`src/hdl/b64d_pkg.sv`:
```
// Base64 decoder package: shared types, constants and the character decode.
// No dependencies; the decoder modules and the testbench import this package.
`default_nettype none

package b64d_pkg;

  localparam int QUEUE_DEPTH_DEF = 4;

  localparam logic [7:0] CHAR_PLUS  = 8'h2b;
  localparam logic [7:0] CHAR_SLASH = 8'h2f;

  typedef struct packed {
    logic [2:0][7:0] bytes;
    logic [1:0]      nb;
    logic            fin;
  } entry_t;

  function automatic logic [6:0] sextet_of(input logic [7:0] ch);
    logic [6:0] r;
    r = '0;
    if (ch >= 8'h41 && ch <= 8'h5a) begin
      r = {1'b1, 6'(ch - 8'h41)};
    end else if (ch >= 8'h61 && ch <= 8'h7a) begin
      r = {1'b1, 6'(ch - 8'h61 + 8'd26)};
    end else if (ch >= 8'h30 && ch <= 8'h39) begin
      r = {1'b1, 6'(ch - 8'h30 + 8'd52)};
    end else if (ch == CHAR_PLUS) begin
      r = {1'b1, 6'd62};
    end else if (ch == CHAR_SLASH) begin
      r = {1'b1, 6'd63};
    end
    return r;
  endfunction

endpackage

`default_nettype wire

```
`src/hdl/b64d_if.sv`:
```
// Base64 decoder channel interfaces: encoded text in, decoded bytes out.
// No dependencies.
`default_nettype none

interface b64d_text_if;
  logic       valid;
  logic       ready;
  logic [7:0] in_char;
  logic       in_final;

  modport source (output valid, output in_char, output in_final, input ready);
  modport sink (input valid, input in_char, input in_final, output ready);
endinterface

interface b64d_data_if;
  logic       valid;
  logic       ready;
  logic [7:0] out_byte;
  logic       has_byte;
  logic       run_last;
  logic       message_end;

  modport source (output valid, output out_byte, output has_byte, output run_last,
                  output message_end, input ready);
  modport sink (input valid, input out_byte, input has_byte, input run_last,
                input message_end, output ready);
endinterface

`default_nettype wire

```
`src/hdl/base64_decoder.sv`:
```
// Streaming Base64 decoder: one character per transaction in, one decoded
// byte (or bare end marker) per transaction out. A new character is taken
// every cycle while the entry queue (QUEUE_DEPTH entries) has room; the
// output register drains one byte per cycle unless stalled, so a full
// group of four characters, which gives three bytes, keeps pace at one
// character per cycle. Bytes pass from the queue into the output register;
// the back end byte serializer sets the output rate.
`default_nettype none

module base64_decoder #(
  parameter int QUEUE_DEPTH = b64d_pkg::QUEUE_DEPTH_DEF
) (
  input  wire logic   clk,
  input  wire logic   rst,
  b64d_text_if.sink   text,
  b64d_data_if.source data
);
  import b64d_pkg::*;

  logic   push;
  logic   q_ready;
  logic   pop;
  logic   avail;
  entry_t wr_entry;
  entry_t head;

  b64d_front u_front (
    .clk     (clk),
    .rst     (rst),
    .text    (text),
    .q_ready (q_ready),
    .push    (push),
    .entry   (wr_entry)
  );

  b64d_queue #(
    .DEPTH (QUEUE_DEPTH)
  ) u_queue (
    .clk      (clk),
    .rst      (rst),
    .push     (push),
    .wr_entry (wr_entry),
    .ready    (q_ready),
    .pop      (pop),
    .avail    (avail),
    .head     (head)
  );

  b64d_back u_back (
    .clk   (clk),
    .rst   (rst),
    .avail (avail),
    .head  (head),
    .pop   (pop),
    .data  (data)
  );

endmodule

`default_nettype wire

```
`src/hdl/b64d_front.sv`:
```
// Base64 decoder front end: accepts characters, tracks the sextet group and
// pushes a queue entry per byte-yielding or final character. Uses b64d_pkg.
`default_nettype none

module b64d_front (
  input  wire logic            clk,
  input  wire logic            rst,
  b64d_text_if.sink            text,
  input  wire logic            q_ready,
  output logic                 push,
  output b64d_pkg::entry_t     entry
);
  import b64d_pkg::*;

  logic [17:0] sext_buf;
  logic [1:0]  cnt;
  logic        stopped;

  logic [17:0] sext_buf_next;
  logic [1:0]  cnt_next;
  logic        stopped_next;
  logic [6:0]  sx;
  logic [23:0] word;
  logic        accept;

  assign text.ready = q_ready;
  assign accept     = text.valid && q_ready;
  assign sx         = sextet_of(text.in_char);
  assign word       = {sext_buf, sx[5:0]};

  always_comb begin
    sext_buf_next = sext_buf;
    cnt_next      = cnt;
    stopped_next  = stopped;
    entry.bytes   = '0;
    entry.nb      = 2'd0;
    entry.fin     = text.in_final;
    if (!stopped) begin
      if (!sx[6]) begin
        stopped_next = 1'b1;
        case (cnt)
          2'd2: begin
            entry.nb       = 2'd1;
            entry.bytes[0] = sext_buf[11:4];
          end
          2'd3: begin
            entry.nb       = 2'd2;
            entry.bytes[0] = sext_buf[17:10];
            entry.bytes[1] = sext_buf[9:2];
          end
          default: ;
        endcase
        sext_buf_next = '0;
        cnt_next      = 2'd0;
      end else if (cnt == 2'd3) begin
        entry.nb       = 2'd3;
        entry.bytes[0] = word[23:16];
        entry.bytes[1] = word[15:8];
        entry.bytes[2] = word[7:0];
        sext_buf_next  = '0;
        cnt_next       = 2'd0;
      end else begin
        sext_buf_next = {sext_buf[11:0], sx[5:0]};
        cnt_next      = cnt + 2'd1;
      end
    end
    // flush the partial group at the end of the message
    if (text.in_final && !stopped_next) begin
      case (cnt_next)
        2'd2: begin
          entry.nb       = 2'd1;
          entry.bytes[0] = sext_buf_next[11:4];
        end
        2'd3: begin
          entry.nb       = 2'd2;
          entry.bytes[0] = sext_buf_next[17:10];
          entry.bytes[1] = sext_buf_next[9:2];
        end
        default: ;
      endcase
    end
  end

  assign push = accept && (entry.nb != 2'd0 || text.in_final);

  always_ff @(posedge clk) begin
    if (rst) begin
      sext_buf <= '0;
      cnt      <= 2'd0;
      stopped  <= 1'b0;
    end else if (accept) begin
      if (text.in_final) begin
        sext_buf <= '0;
        cnt      <= 2'd0;
        stopped  <= 1'b0;
      end else begin
        sext_buf <= sext_buf_next;
        cnt      <= cnt_next;
        stopped  <= stopped_next;
      end
    end
  end

endmodule

`default_nettype wire

```
`src/hdl/b64d_queue.sv`:
```
// Base64 decoder entry queue between front end and back end.
// Uses b64d_pkg for the entry type.
`default_nettype none

module b64d_queue #(
  parameter int DEPTH = b64d_pkg::QUEUE_DEPTH_DEF
) (
  input  wire logic             clk,
  input  wire logic             rst,
  input  wire logic             push,
  input  wire b64d_pkg::entry_t wr_entry,
  output logic                  ready,
  input  wire logic             pop,
  output logic                  avail,
  output b64d_pkg::entry_t      head
);
  import b64d_pkg::*;

  localparam int AW = (DEPTH > 1) ? $clog2(DEPTH) : 1;
  localparam int CW = $clog2(DEPTH + 1);

  entry_t          mem [DEPTH];
  logic [AW-1:0]   wr_ptr;
  logic [AW-1:0]   rd_ptr;
  logic [CW-1:0]   count;

  assign ready = (count != CW'(DEPTH));
  assign avail = (count != '0);
  assign head  = mem[rd_ptr];

  always_ff @(posedge clk) begin
    if (push) begin
      mem[wr_ptr] <= wr_entry;
    end
  end

  always_ff @(posedge clk) begin
    if (rst) begin
      wr_ptr <= '0;
      rd_ptr <= '0;
      count  <= '0;
    end else begin
      if (push) begin
        wr_ptr <= (wr_ptr == AW'(DEPTH - 1)) ? '0 : wr_ptr + 1'b1;
      end
      if (pop) begin
        rd_ptr <= (rd_ptr == AW'(DEPTH - 1)) ? '0 : rd_ptr + 1'b1;
      end
      case ({push, pop})
        2'b10:   count <= count + 1'b1;
        2'b01:   count <= count - 1'b1;
        default: count <= count;
      endcase
    end
  end

`ifndef ASSERT_OFF
  a_no_push_full: assert property (@(posedge clk) disable iff (rst)
    push |-> ready) else $error("queue push while full");
  a_no_pop_empty: assert property (@(posedge clk) disable iff (rst)
    pop |-> avail) else $error("queue pop while empty");
  a_count_track: assert property (@(posedge clk) disable iff (rst)
    (push && !pop) |=> count == $past(count) + 1'b1) else $error("queue count lost a push");
`endif

endmodule

`default_nettype wire

```
`src/hdl/b64d_back.sv`:
```
// Base64 decoder back end: walks each queue entry byte by byte into the
// output register. Uses b64d_pkg.
`default_nettype none

module b64d_back (
  input  wire logic             clk,
  input  wire logic             rst,
  input  wire logic             avail,
  input  wire b64d_pkg::entry_t head,
  output logic                  pop,
  b64d_data_if.source           data
);
  import b64d_pkg::*;

  logic [1:0] pos;
  logic       last;
  logic       load;

  assign last = (head.nb == 2'd0) || (pos == head.nb - 2'd1);
  assign load = !data.valid || data.ready;
  assign pop  = load && avail && last;

  always_ff @(posedge clk) begin
    if (rst) begin
      data.valid <= 1'b0;
      pos        <= 2'd0;
    end else if (load) begin
      data.valid <= avail;
      if (avail) begin
        pos <= last ? 2'd0 : pos + 2'd1;
      end
    end
  end

  always_ff @(posedge clk) begin
    if (load && avail) begin
      data.out_byte    <= (head.nb != 2'd0) ? head.bytes[pos] : 8'd0;
      data.has_byte    <= (head.nb != 2'd0);
      data.run_last    <= last;
      data.message_end <= last && head.fin;
    end
  end

`ifndef ASSERT_OFF
  a_pos_in_range: assert property (@(posedge clk) disable iff (rst)
    (avail && head.nb != 2'd0) |-> pos < head.nb) else $error("byte index past entry");
  a_pos_rewind: assert property (@(posedge clk) disable iff (rst)
    pop |=> pos == 2'd0) else $error("byte index not rewound after pop");
  a_hold_stall: assert property (@(posedge clk) disable iff (rst)
    (data.valid && !data.ready) |=> (data.valid && $stable(data.out_byte)))
    else $error("output transaction changed while stalled");
`endif

endmodule

`default_nettype wire

```
`src/flat_wrapper.sv`:
```
// flat-port wrapper written by rule: the top's interface ports become plain ports
module base64_decoder_flat import b64d_pkg::*;
#(
  parameter int QUEUE_DEPTH = b64d_pkg::QUEUE_DEPTH_DEF
)
  (clk, rst, text_valid, text_in_char, text_in_final, text_ready, data_valid, data_out_byte, data_has_byte, data_run_last, data_message_end, data_ready);
  b64d_text_if text_i ();
  b64d_data_if data_i ();
  input  wire logic clk;
  input  wire logic rst;
  input wire logic [$bits(text_i.valid)-1:0] text_valid;
  input wire logic [$bits(text_i.in_char)-1:0] text_in_char;
  input wire logic [$bits(text_i.in_final)-1:0] text_in_final;
  output wire logic [$bits(text_i.ready)-1:0] text_ready;
  output wire logic [$bits(data_i.valid)-1:0] data_valid;
  output wire logic [$bits(data_i.out_byte)-1:0] data_out_byte;
  output wire logic [$bits(data_i.has_byte)-1:0] data_has_byte;
  output wire logic [$bits(data_i.run_last)-1:0] data_run_last;
  output wire logic [$bits(data_i.message_end)-1:0] data_message_end;
  input wire logic [$bits(data_i.ready)-1:0] data_ready;
  assign text_i.valid = text_valid;
  assign text_i.in_char = text_in_char;
  assign text_i.in_final = text_in_final;
  assign text_ready = text_i.ready;
  assign data_valid = data_i.valid;
  assign data_out_byte = data_i.out_byte;
  assign data_has_byte = data_i.has_byte;
  assign data_run_last = data_i.run_last;
  assign data_message_end = data_i.message_end;
  assign data_i.ready = data_ready;
  base64_decoder #(.QUEUE_DEPTH(QUEUE_DEPTH)) u_core (.clk(clk), .rst(rst), .text(text_i), .data(data_i));
endmodule
```
`config.mk`:
```
export PLATFORM = sky130hd
export DESIGN_NAME = base64_decoder_flat
export DESIGN_NICKNAME = d
export VERILOG_FILES = /design/src/hdl/b64d_pkg.sv /design/src/hdl/b64d_if.sv /design/src/hdl/base64_decoder.sv /design/src/hdl/b64d_front.sv /design/src/hdl/b64d_queue.sv /design/src/hdl/b64d_back.sv /design/src/flat_wrapper.sv
export SDC_FILE = /design/constraint.sdc
export NUM_CORES = 1
export LEC_CHECK = 0
export ABC_AREA = 0
export BUFFER_PORTS_ARGS = -buffer_cell sky130_fd_sc_hd__buf_2
export CORE_UTILIZATION = 50
export DETAILED_ROUTE_END_ITERATION = 8
export PLACE_DENSITY_LB_ADDON = 0.12
export SKIP_LAST_GASP = 1
export SYNTH_ARGS = -nofsm -noshare
export SYNTH_HDL_FRONTEND = slang
export SYNTH_SLANG_ARGS = --single-unit
```
`constraint.sdc`:
```
create_clock -name clk -period 5.35 [get_ports clk]
set_input_delay 0.8025 -clock clk [delete_from_list [all_inputs] [get_ports clk]]
set_output_delay 0.8025 -clock clk [all_outputs]
set_load 0.01 [all_outputs]
```
# Word-level counts from Yosys, hierarchy flattened
# Memories as Yosys holds them, arrays and structs flattened. A register that Yosys moved wholly into a read port is not among the register bits.
# Cells that the tools add are included.
dict set report op_classes {
  addsub 12
  multipliers 0
  div_mod_pow 0
  n_lt_le_gt_ge 7
  n_eq_ne 13
  shifts 0
  n_mux 35
  n_bitwise 0
  n_reduce_logical 21
}
# operator count
set ops {}
lappend ops {{18-bit two-way mux} 6}
lappend ops {{26-bit two-way mux} 2}
lappend ops {{10-bit one-hot mux with 2 select lines} 2}
lappend ops {{7-bit two-way mux} 5}
lappend ops {{8-bit two-way mux} 4}
lappend ops {{2-bit two-way mux} 9}
lappend ops {{8-bit binary-select mux with 2-bit select} 1}
lappend ops {{8-bit by 6-bit equality test with 1-bit output, second input constant} 2}
lappend ops {{8-bit by 7-bit greater-or-equal comparator with 1-bit output, second input constant} 2}
lappend ops {{8-bit by 7-bit less-or-equal comparator with 1-bit output, second input constant} 2}
lappend ops {{2-bit equality test, second input constant} 7}
lappend ops {{6-bit subtractor, second input constant} 2}
lappend ops {{1-bit logical AND} 9}
lappend ops {{2-bit by 1-bit adder with 2-bit output, second input constant} 4}
lappend ops {{8-bit by 6-bit greater-or-equal comparator with 1-bit output, second input constant} 1}
lappend ops {{8-bit by 6-bit less-or-equal comparator with 1-bit output, second input constant} 1}
lappend ops {{6-bit by 5-bit adder with 6-bit output, second input constant} 1}
lappend ops {{6-bit adder, second input constant} 1}
lappend ops {{3-bit one-hot mux with 2 select lines} 1}
lappend ops {{2-bit nonzero test} 3}
lappend ops {{6-bit by 1-bit subtractor with 6-bit output, second input constant} 1}
lappend ops {{1-bit two-way mux} 5}
lappend ops {{2-bit AND reduction} 2}
lappend ops {{3-bit by 1-bit adder with 3-bit output, second input constant} 1}
lappend ops {{11 further kinds} 14}
dict set report word_totals {
  register_bits 42
  latch_bits 0
  mem_bits_rw 108
  mem_bits_ro 0
  inputBits 13
  output_inout_bits 13
  elab_cells 102
  n_memories 1
}
# memory depth width read_ports rd_clocked_by_memory_dff wr line_no
set memory_table {}
lappend memory_table {u_core.u_queue.mem 4 27 1 1 1 b64d_queue.sv:22} ;# entry_t mem [DEPTH];

# Logic depth before layout (Yosys ltp)
# Gate-level depths: netlist of the first run.
dict set report depth {
  depth_word 16
  mapped_depth 16
  mapped_depth_nobuf 13
}

# Modules after synthesis
# A second synthesis of the first run with hierarchy kept.
dict set report hier_totals {
  cells_unflattened 504
  hier_area_um2 7011.7
}
# module n_inst cells_per_inst area_per_inst_um2 seq_area_each_um2
set modules_own_cells {}
lappend modules_own_cells {b64d_queue 1 189 4391.7 3423.3}
lappend modules_own_cells {b64d_front 1 240 1864.3 420.4}
lappend modules_own_cells {b64d_back 1 75 755.7 390.4}

# Worst setup path before layout of the first run
# OpenSTA, ideal clock, no wires.
dict set report synth_timing {
  path_type {reg-to-reg}
  from {register (tool-made name)}
  to {register u_core.u_queue.count[2]}
  setup_ns 0.071
  arrival_ns 3.703
  t_required_ns 5.279
  setup_slack_ns 1.576
  path_stages_with_launch 17
  path_buffers 3
  synth_period_minus_slack_ns 3.774
  path_cell_list {dfxtp_1 buf_2 buf_1 mux4_2 inv_1 ha_1 clkbuf_1 inv_1 o21ai_1 nand2_1 inv_1 ha_1 inv_1 fa_1 xor2_1 or3_1 a21oi_1}
}
# element line_no
set synth_rtl {}
lappend synth_rtl {{to (signal assigned)} b64d_queue.sv:50} ;# 2'b10: count <= count + 1'b1;
lappend synth_rtl {{to (signal assigned)} b64d_queue.sv:51} ;# 2'b01: count <= count - 1'b1;
lappend synth_rtl {{to (signal assigned)} b64d_queue.sv:52} ;# default: count <= count;
lappend synth_rtl {{to (decl)} b64d_queue.sv:25} ;# logic [CW-1:0] count;

==> metrics.csv, run 1 <==
metric,value,unit
finalHoldViolCount,0,
tns,0,ns
grt_pass1_vias,4278,
clock_latency,0.42,ns
hpwl,10.1,mm
synthTopCellsByArea,"edfxtp_1 52%, dfxtp_1 9.6%, mux4_2 8.9%",
rsz0062_at_grt,false,
ys_types,56,
antenna_found_initial,0,
clk_pin_slew,0.06,ns
cts_resized,0,
final_antenna_net_count,0,
ir_drop,0.209,mV
finalPower,0.00328,W
drtPass1Iterations,5,
met2_usage,37.1,%
synth_edf_count,119,
maxCapViolations,0,
grt_max_degree,34,
synth-main-ff-cell,edfxtp_1,
grt_pass1_wl,23.6,mm
synth_seq_cells,152,
place_inst,702,
syn_area,0.00686,mm2
synthTopCellsByCount,"119 x edfxtp_1, 49 x nor2_1, 37 x nand2_1",
pre_cts_slack,1.42,ns
outcome,"complete, no violations",
cts_made_buffers,17,
clkPwrFrac,34.2,%
seq_area,0.00424,mm2
worstPathMaxFanout,27,
fin_ws,1.80,ns
globalRouteMet1Util,29.8,%
critPathKind,reg -> reg,
p_switching,0.000900,W
gr-usage-met3,5.75,%
endpoint_kind,register,
timing_worst_slew_pin_value,0.900,ns
p_sw_share,27.4,%
drive_gt1_share,16.5,%
cts.htree.levels,4,
synth_top_cell_by_area,edfxtp_1,
layoutNonFillerInstCount,734,
n_antenna_cell,0,
pwr-share-comb,21.6,%
synth_fp_nets,550,
rrSetupSlack,1.80,ns
yosysMostFrequentCell,edfxtp_1,
setup_viol,0,
syn_area_per_cell,13.2,um2
area_growth,12.6,%
fillers,1102,
power_leakage,2.62,nW
gp_routability_congestion,0.881,
multiInputGateArea,0.00243,mm2
final.setup_skew,0.0128,ns
drcViolationCount,0,
synth_top_area_share,52.1,%
tritoncts,built,
final_min_period_over_clock_period,66.3,%
coreArea,0.0133,mm2
initial_core_util,51.6,%
async_reset_ff_share,0,%
fin_nets,577,
ctsHoldBuffers,0,
dr_total_vias,4306,
seq_area_frac_synth,61.7,%
cts.sinks,152,
drtIter0Drc,340,
rows,42,
slew_viol_final,0,
slew-limit-headroom,40.0,%
ioPinCount,26,
vias_per_cell,5.87,
hold_slack,0.476,ns
hold_path.class,reg -> reg,
synthCells,518,
worstSetupStartpointType,register,
cts_root_buffer,clkbuf_16,
clock.fmax,282,MHz
grt-busiest-layer,met2,
cts_buffer_depth,2,
arrival,3.90,ns
grt_overflow_total,0,
die_h,119,um
finalCriticalPeriod,3.55,ns
cts_setup_buffers,0,
drt-total-wl,14.9,mm
intPower,0.00238,W
detail_route.wl_per_cell,20.3,um
numPortBuffers,25,
die_width,119,um
p_seq_share,44.3,%
grt_usage,22.8,%
die_area,0.0142,mm2
power.density,425,mW/mm2
synth_warnings,0,
worstPathRequired,5.70,ns
[flip-flops by register name (all words and copies together) (netlist names), 2 cells and up, named ones only]
signal,cells
u_core.u_queue.rd_ptr,2
u_core.u_front.cnt,2
u_core.u_queue.mem,108
u_core.u_queue.count,3
u_core.u_back.pos,2
u_core.u_back.data.out_byte,8
u_core.u_front.sext_buf,18
u_core.u_queue.wr_ptr,2
[critical path, stage by stage, from the launching register on]
cell and delay (ns):
dfxtp_1 0.30, buf_4 0.35, mux4_2 0.42, inv_1 0.11, ha_1 0.39, inv_1 0.12, o21ai_1 0.19, nand2_1 0.17
inv_1 0.13, ha_1 0.19, inv_1 0.07, fa_1 0.43, xor2_1 0.16, or3_1 0.30, a21oi_1 0.14
[per-layer routing]
| metal | part of all wire, % | routed length, um |
|---|---|---|
| met1 | 46 | 6820 |
| met2 | 49 | 7330 |
| met3 | 3.3 | 491 |
| met4 | 1.6 | 245 |
| met5 | 0 | 0 |
[final timing paths]
check | depth (start not counted) | endpoint | from
max | 14 | u_core.u_queue.count[2] | register
min | 2 | u_core.u_back.data.valid | u_core.u_back.data.valid
max reg2reg | 14 | u_core.u_queue.count[2] | register
min reg2reg | 2 | u_core.u_back.data.valid | u_core.u_back.data.valid
[through the flow]
step	area, um2	util [%]
global route	7720	58.1
CTS	7720	58.1
finish	7720	58.1
detailed placement	7160	53.8
global placement	7160	53.8
floorplan	6860	-
[kinds of logic after synthesis]
logic type / share of synthesized area (%)
DFF: 61.7
muxes: 9.59
adders and majority gates: 3.57
and+or+nand+nor: 9.52
xor gates and xnor gates: 0.894
buffers and inverters: 2.88
AOI/OAI and AO/OA: 11.8
[cell usage in the layout (no fill, tap or decap), types with 4 or more instances in the layout]
cell       synthesis  final
buf_2              5     25
a22o_1             4      4
o211ai_1          12     12
dfxtp_1           33     32
nand2b_1           4      4
clkbuf_1          16      4
buf_4              0      8
a21oi_1           31     31
ha_1              18     18
nand3_1            8      8
mux4_2            27     27
nor2_1            49     49
clkinv_2           0      5
a22oi_1           16     16
clkbuf_16          0     18
inv_1             23     23
and2_1             5      5
or3_1              4      4
o21ai_0           23     22
nor3_1             7      7
nand2_1           37     37
mux2i_1            5      5
o31ai_1            5      5
o21a_1             4      4
xnor2_1            4      4
edfxtp_1         119    119
nor2b_1            7      7
[power groups by stage]
stage / logic (W) / clock network [W] / registers (W)
finish: 0.000709 / 0.00112 / 0.00145
global route: 0.000782 / 0.00119 / 0.00147
CTS: 0.000719 / 0.00115 / 0.00145
detailed placement: 0.000712 / 0 / 0.00148
global placement: 0.000704 / 0 / 0.00147
floorplan: 0.000500 / 0 / 0.00148
[layout make-up]
class	count	area share [%]
multi-input cells	317	31.4
clock buffers	24	6.38
well taps	176	2.85
flip-flops and latches	152	54.8
repair buffers	33	2.40
clock inverters	8	0.923
inverters	24	1.17
(Power assumes the default switching activity.)
==> inputs of run 2 (changes only) <==
--- a/config.mk
+++ b/config.mk
@@ -5,7 +5,7 @@
 export SDC_FILE = /design/constraint.sdc
 export NUM_CORES = 1
 export LEC_CHECK = 0
-export ABC_AREA = 0
+export ABC_AREA = 1
 export BUFFER_PORTS_ARGS = -buffer_cell sky130_fd_sc_hd__buf_2
 export CORE_UTILIZATION = 50
 export DETAILED_ROUTE_END_ITERATION = 8
==> constraint.sdc (replaced) <==
create_clock -name clk -period 3.1 [get_ports clk]
set_input_delay 0.465 -clock clk [delete_from_list [all_inputs] [get_ports clk]]
set_output_delay 0.465 -clock clk [all_outputs]
set_load 0.01 [all_outputs]
==> metrics.csv, run 2 <==
metric,value,unit
maxCapViolations,0,
reg.largest.list,"u_core.u_queue.mem (108), u_core.u_front.sext_buf (18), u_core.u_back.data.out_byte (8)",
synth_seq_cells,152,
tritoncts,built,
muxShareOfSynthArea,0,%
dr_wl_met3,1.01,mm
slew_viol_final,0,
area_growth,17.7,%
p_seq_share,42.8,%
numPortBuffers,25,
grt_usage,25.6,%
ys_types,44,
hold_path.class,in -> reg,
dr_total_vias,5731,
drt-total-wl,17.8,mm
synth_warnings,0,
endpoint_kind,register,
final_common_cell,nand2_1,
synth_top_family_by_area,simple AND/OR/NAND/NOR gates,
setup_viol,0,
synth-compound-area-share,14.4,%
final_min_period_over_clock_period,94.5,%
slew-limit-headroom,59.5,%
worstPathMaxFanout,7,
cts_root_buffer,clkbuf_16,
syn_area,0.00727,mm2
cts_made_buffers,17,
grt_max_degree,51,
vias_per_cell,5.60,
fin_nets,862,
hpwl,11.7,mm
wl_met2,8.47,mm
met1_length,7.89,mm
synth_top_cell_by_area,edfxtp_1,
finalHoldViolCount,0,
synth-main-ff-cell,edfxtp_1,
worstPathRequired,3.40,ns
drive_gt1_share,17.3,%
final.setup_skew,0.00803,ns
power_leakage,3.28,nW
synthXorXnorAreaFrac,1.08,%
layout_common_cells,"151 x nand2_1, 119 x edfxtp_1, 104 x nor2_1",
clkPwrFrac,33.7,%
largest_reg_flops,108,
rows,43,
drtIter0Drc,612,
grt_pass1_vias,5530,
initial_core_util,51.8,%
top_register,u_core.u_queue.mem,
synthAdderAreaFrac,3.37,%
detail_route.wl_per_cell,17.4,um
utilization,60.9,%
r2r_cells,16,
p_switching,0.00175,W
cts_buffer_depth,2,
p_sw_share,30.1,%
coreArea,0.0140,mm2
hold_depth,4,
grt_pass1_wl,28.3,mm
drtPass1Iterations,5,
min_to,u_core.u_back.data.valid,
drcViolationCount,0,
synthSimpleGateAreaFrac,17.9,%
synth_fp_nets,791,
async_reset_ff_share,0,%
clk_pin_slew,0.06,ns
die_area,0.0150,mm2
ioPinCount,26,
worstSetupStartpointType,register,
clock.fmax,341,MHz
cts.sinks,152,
hold_slack,0.403,ns
seq_area_frac_synth,58.3,%
clock_latency,0.42,ns
synth_edf_count,119,
synthCells,759,
final_antenna_net_count,0,
die_width,123,um
die_h,123,um
synthTopCellsByCount,"151 x nand2_1, 119 x edfxtp_1, 109 x nor2_1",
yosysMostFrequentCell,nand2_1,
timing_worst_slew_pin_value,0.605,ns
hold_start,data_ready,
arrival,3.23,ns
reg2reg_to,u_core.u_queue.count[2],
synthTopCellsByArea,"edfxtp_1 49%, dfxtp_1 9.1%, nand2_1 7.8%",
antenna_found_initial,0,
cts.htree.levels,4,
intPower,0.00406,W
rrSetupSlack,0.17,ns
outcome,"complete, no violations",
top_layer_used,met4,
finalCriticalPeriod,2.93,ns
grt_overflow_total,0,
ir_drop,0.387,mV
syn_area_per_cell,9.57,um2
critPathKind,reg -> reg,
gp_routability_congestion,0.980,
synth_top_area_share,49.2,%
power.density,679,mW/mm2
n_antenna_cell,0,
pwr-share-comb,23.5,%
-- run 2: cell count changes after synthesis, sizes merged, moves of 13 or more --
cell,before,now
nand3,8,27
inv,23,65
nand2,37,157
nor2,49,115
a21oi,31,44
o21ai,25,90
a22oi,16,1
mux4,27,0
-- run 2: metal layers --
metal / GRT usage (%) / vias up
met5: 0 / -
met1: 33.6 / 2745
met4: 10.7 / 0
li1: - / 2753
met2: 41.2 / 199
met3: 5.62 / 34
-- run 2: area by class of cell --
cell class              instances  area, um2
fillers                      1176       5490
flip-flops and latches        152       4240
multi-input cells             512       2690
repair buffers                 80        588
clock buffers                  19        433
inverters                      67        253
well taps                     180        225
clock inverters                13        128
-- run 2: what timing repair did --
| item | in CTS | in global routing |
|---|---|---|
| setup endpoints to repair | 2 | 2 |
| pin swaps | 0 | 1 |
| buffers inserted | 0 | 1 |
| hold buffers | 0 | 0 |
| gates resized for setup | 4 | 8 |
-- run 2: worst max-delay path, cell delays in order (launching register included) --
cell and delay [ns]:
dfxtp_2 0.42, o21ai_0 0.12, o22a_1 0.22, ha_1 0.30, xnor2_1 0.13, a21oi_1 0.11, o21ai_0 0.09, nand2_1 0.11
inv_2 0.09, nor2_4 0.11, ha_1 0.15, inv_1 0.06, fa_1 0.44, a21oi_1 0.15, o21ai_1 0.09, o21ai_1 0.14
a21oi_1 0.06
-- run 2: worst max path at each step --
stage                               start                  endpoint
after floorplan           text_in_char[2]  u_core.u_queue.mem[0][0]
after global placement           register   u_core.u_queue.count[2]
after detailed placement         register   u_core.u_queue.count[2]
after CTS                        register   u_core.u_queue.count[2]
after global routing             register   u_core.u_queue.count[2]
final                            register   u_core.u_queue.count[2]
-- run 2: logic make-up (layout without fill, tap and decap cells) --
family	Yosys count	count (layout)
AO/OA/AOI/OAI	180	180
AND/OR/NAND/NOR	304	304
flip-flops	152	152
buffers and inverters	95	179
XOR/XNOR	9	9
adder cells (fa/ha/maj)	19	19
-- run 2: metrics by stage --
step	cells	total power, W	area (um2)	TNS, ns	setup slack, ns
after floorplan	759	0.00331	7270	-40.62	-0.376
after global placement	990	0.00383	7970	-0.0783	-0.0783
after detailed placement	990	0.00386	7970	-0.173	-0.151
after CTS	1022	0.00582	8540	0	0.0530
final	1023	0.00581	8560	0	0.170
after global routing	1023	0.00608	8560	-0.00260	-0.00260
-- run 2: power groups by stage --
stage / Sequential (W) / Clock, W / Combinational (W)
finish: 0.00249 / 0.00196 / 0.00136
global route: 0.00250 / 0.00207 / 0.00151
CTS: 0.00249 / 0.00199 / 0.00135
detailed placement: 0.00253 / 0 / 0.00133
global placement: 0.00252 / 0 / 0.00131
floorplan: 0.00255 / 0 / 0.000751
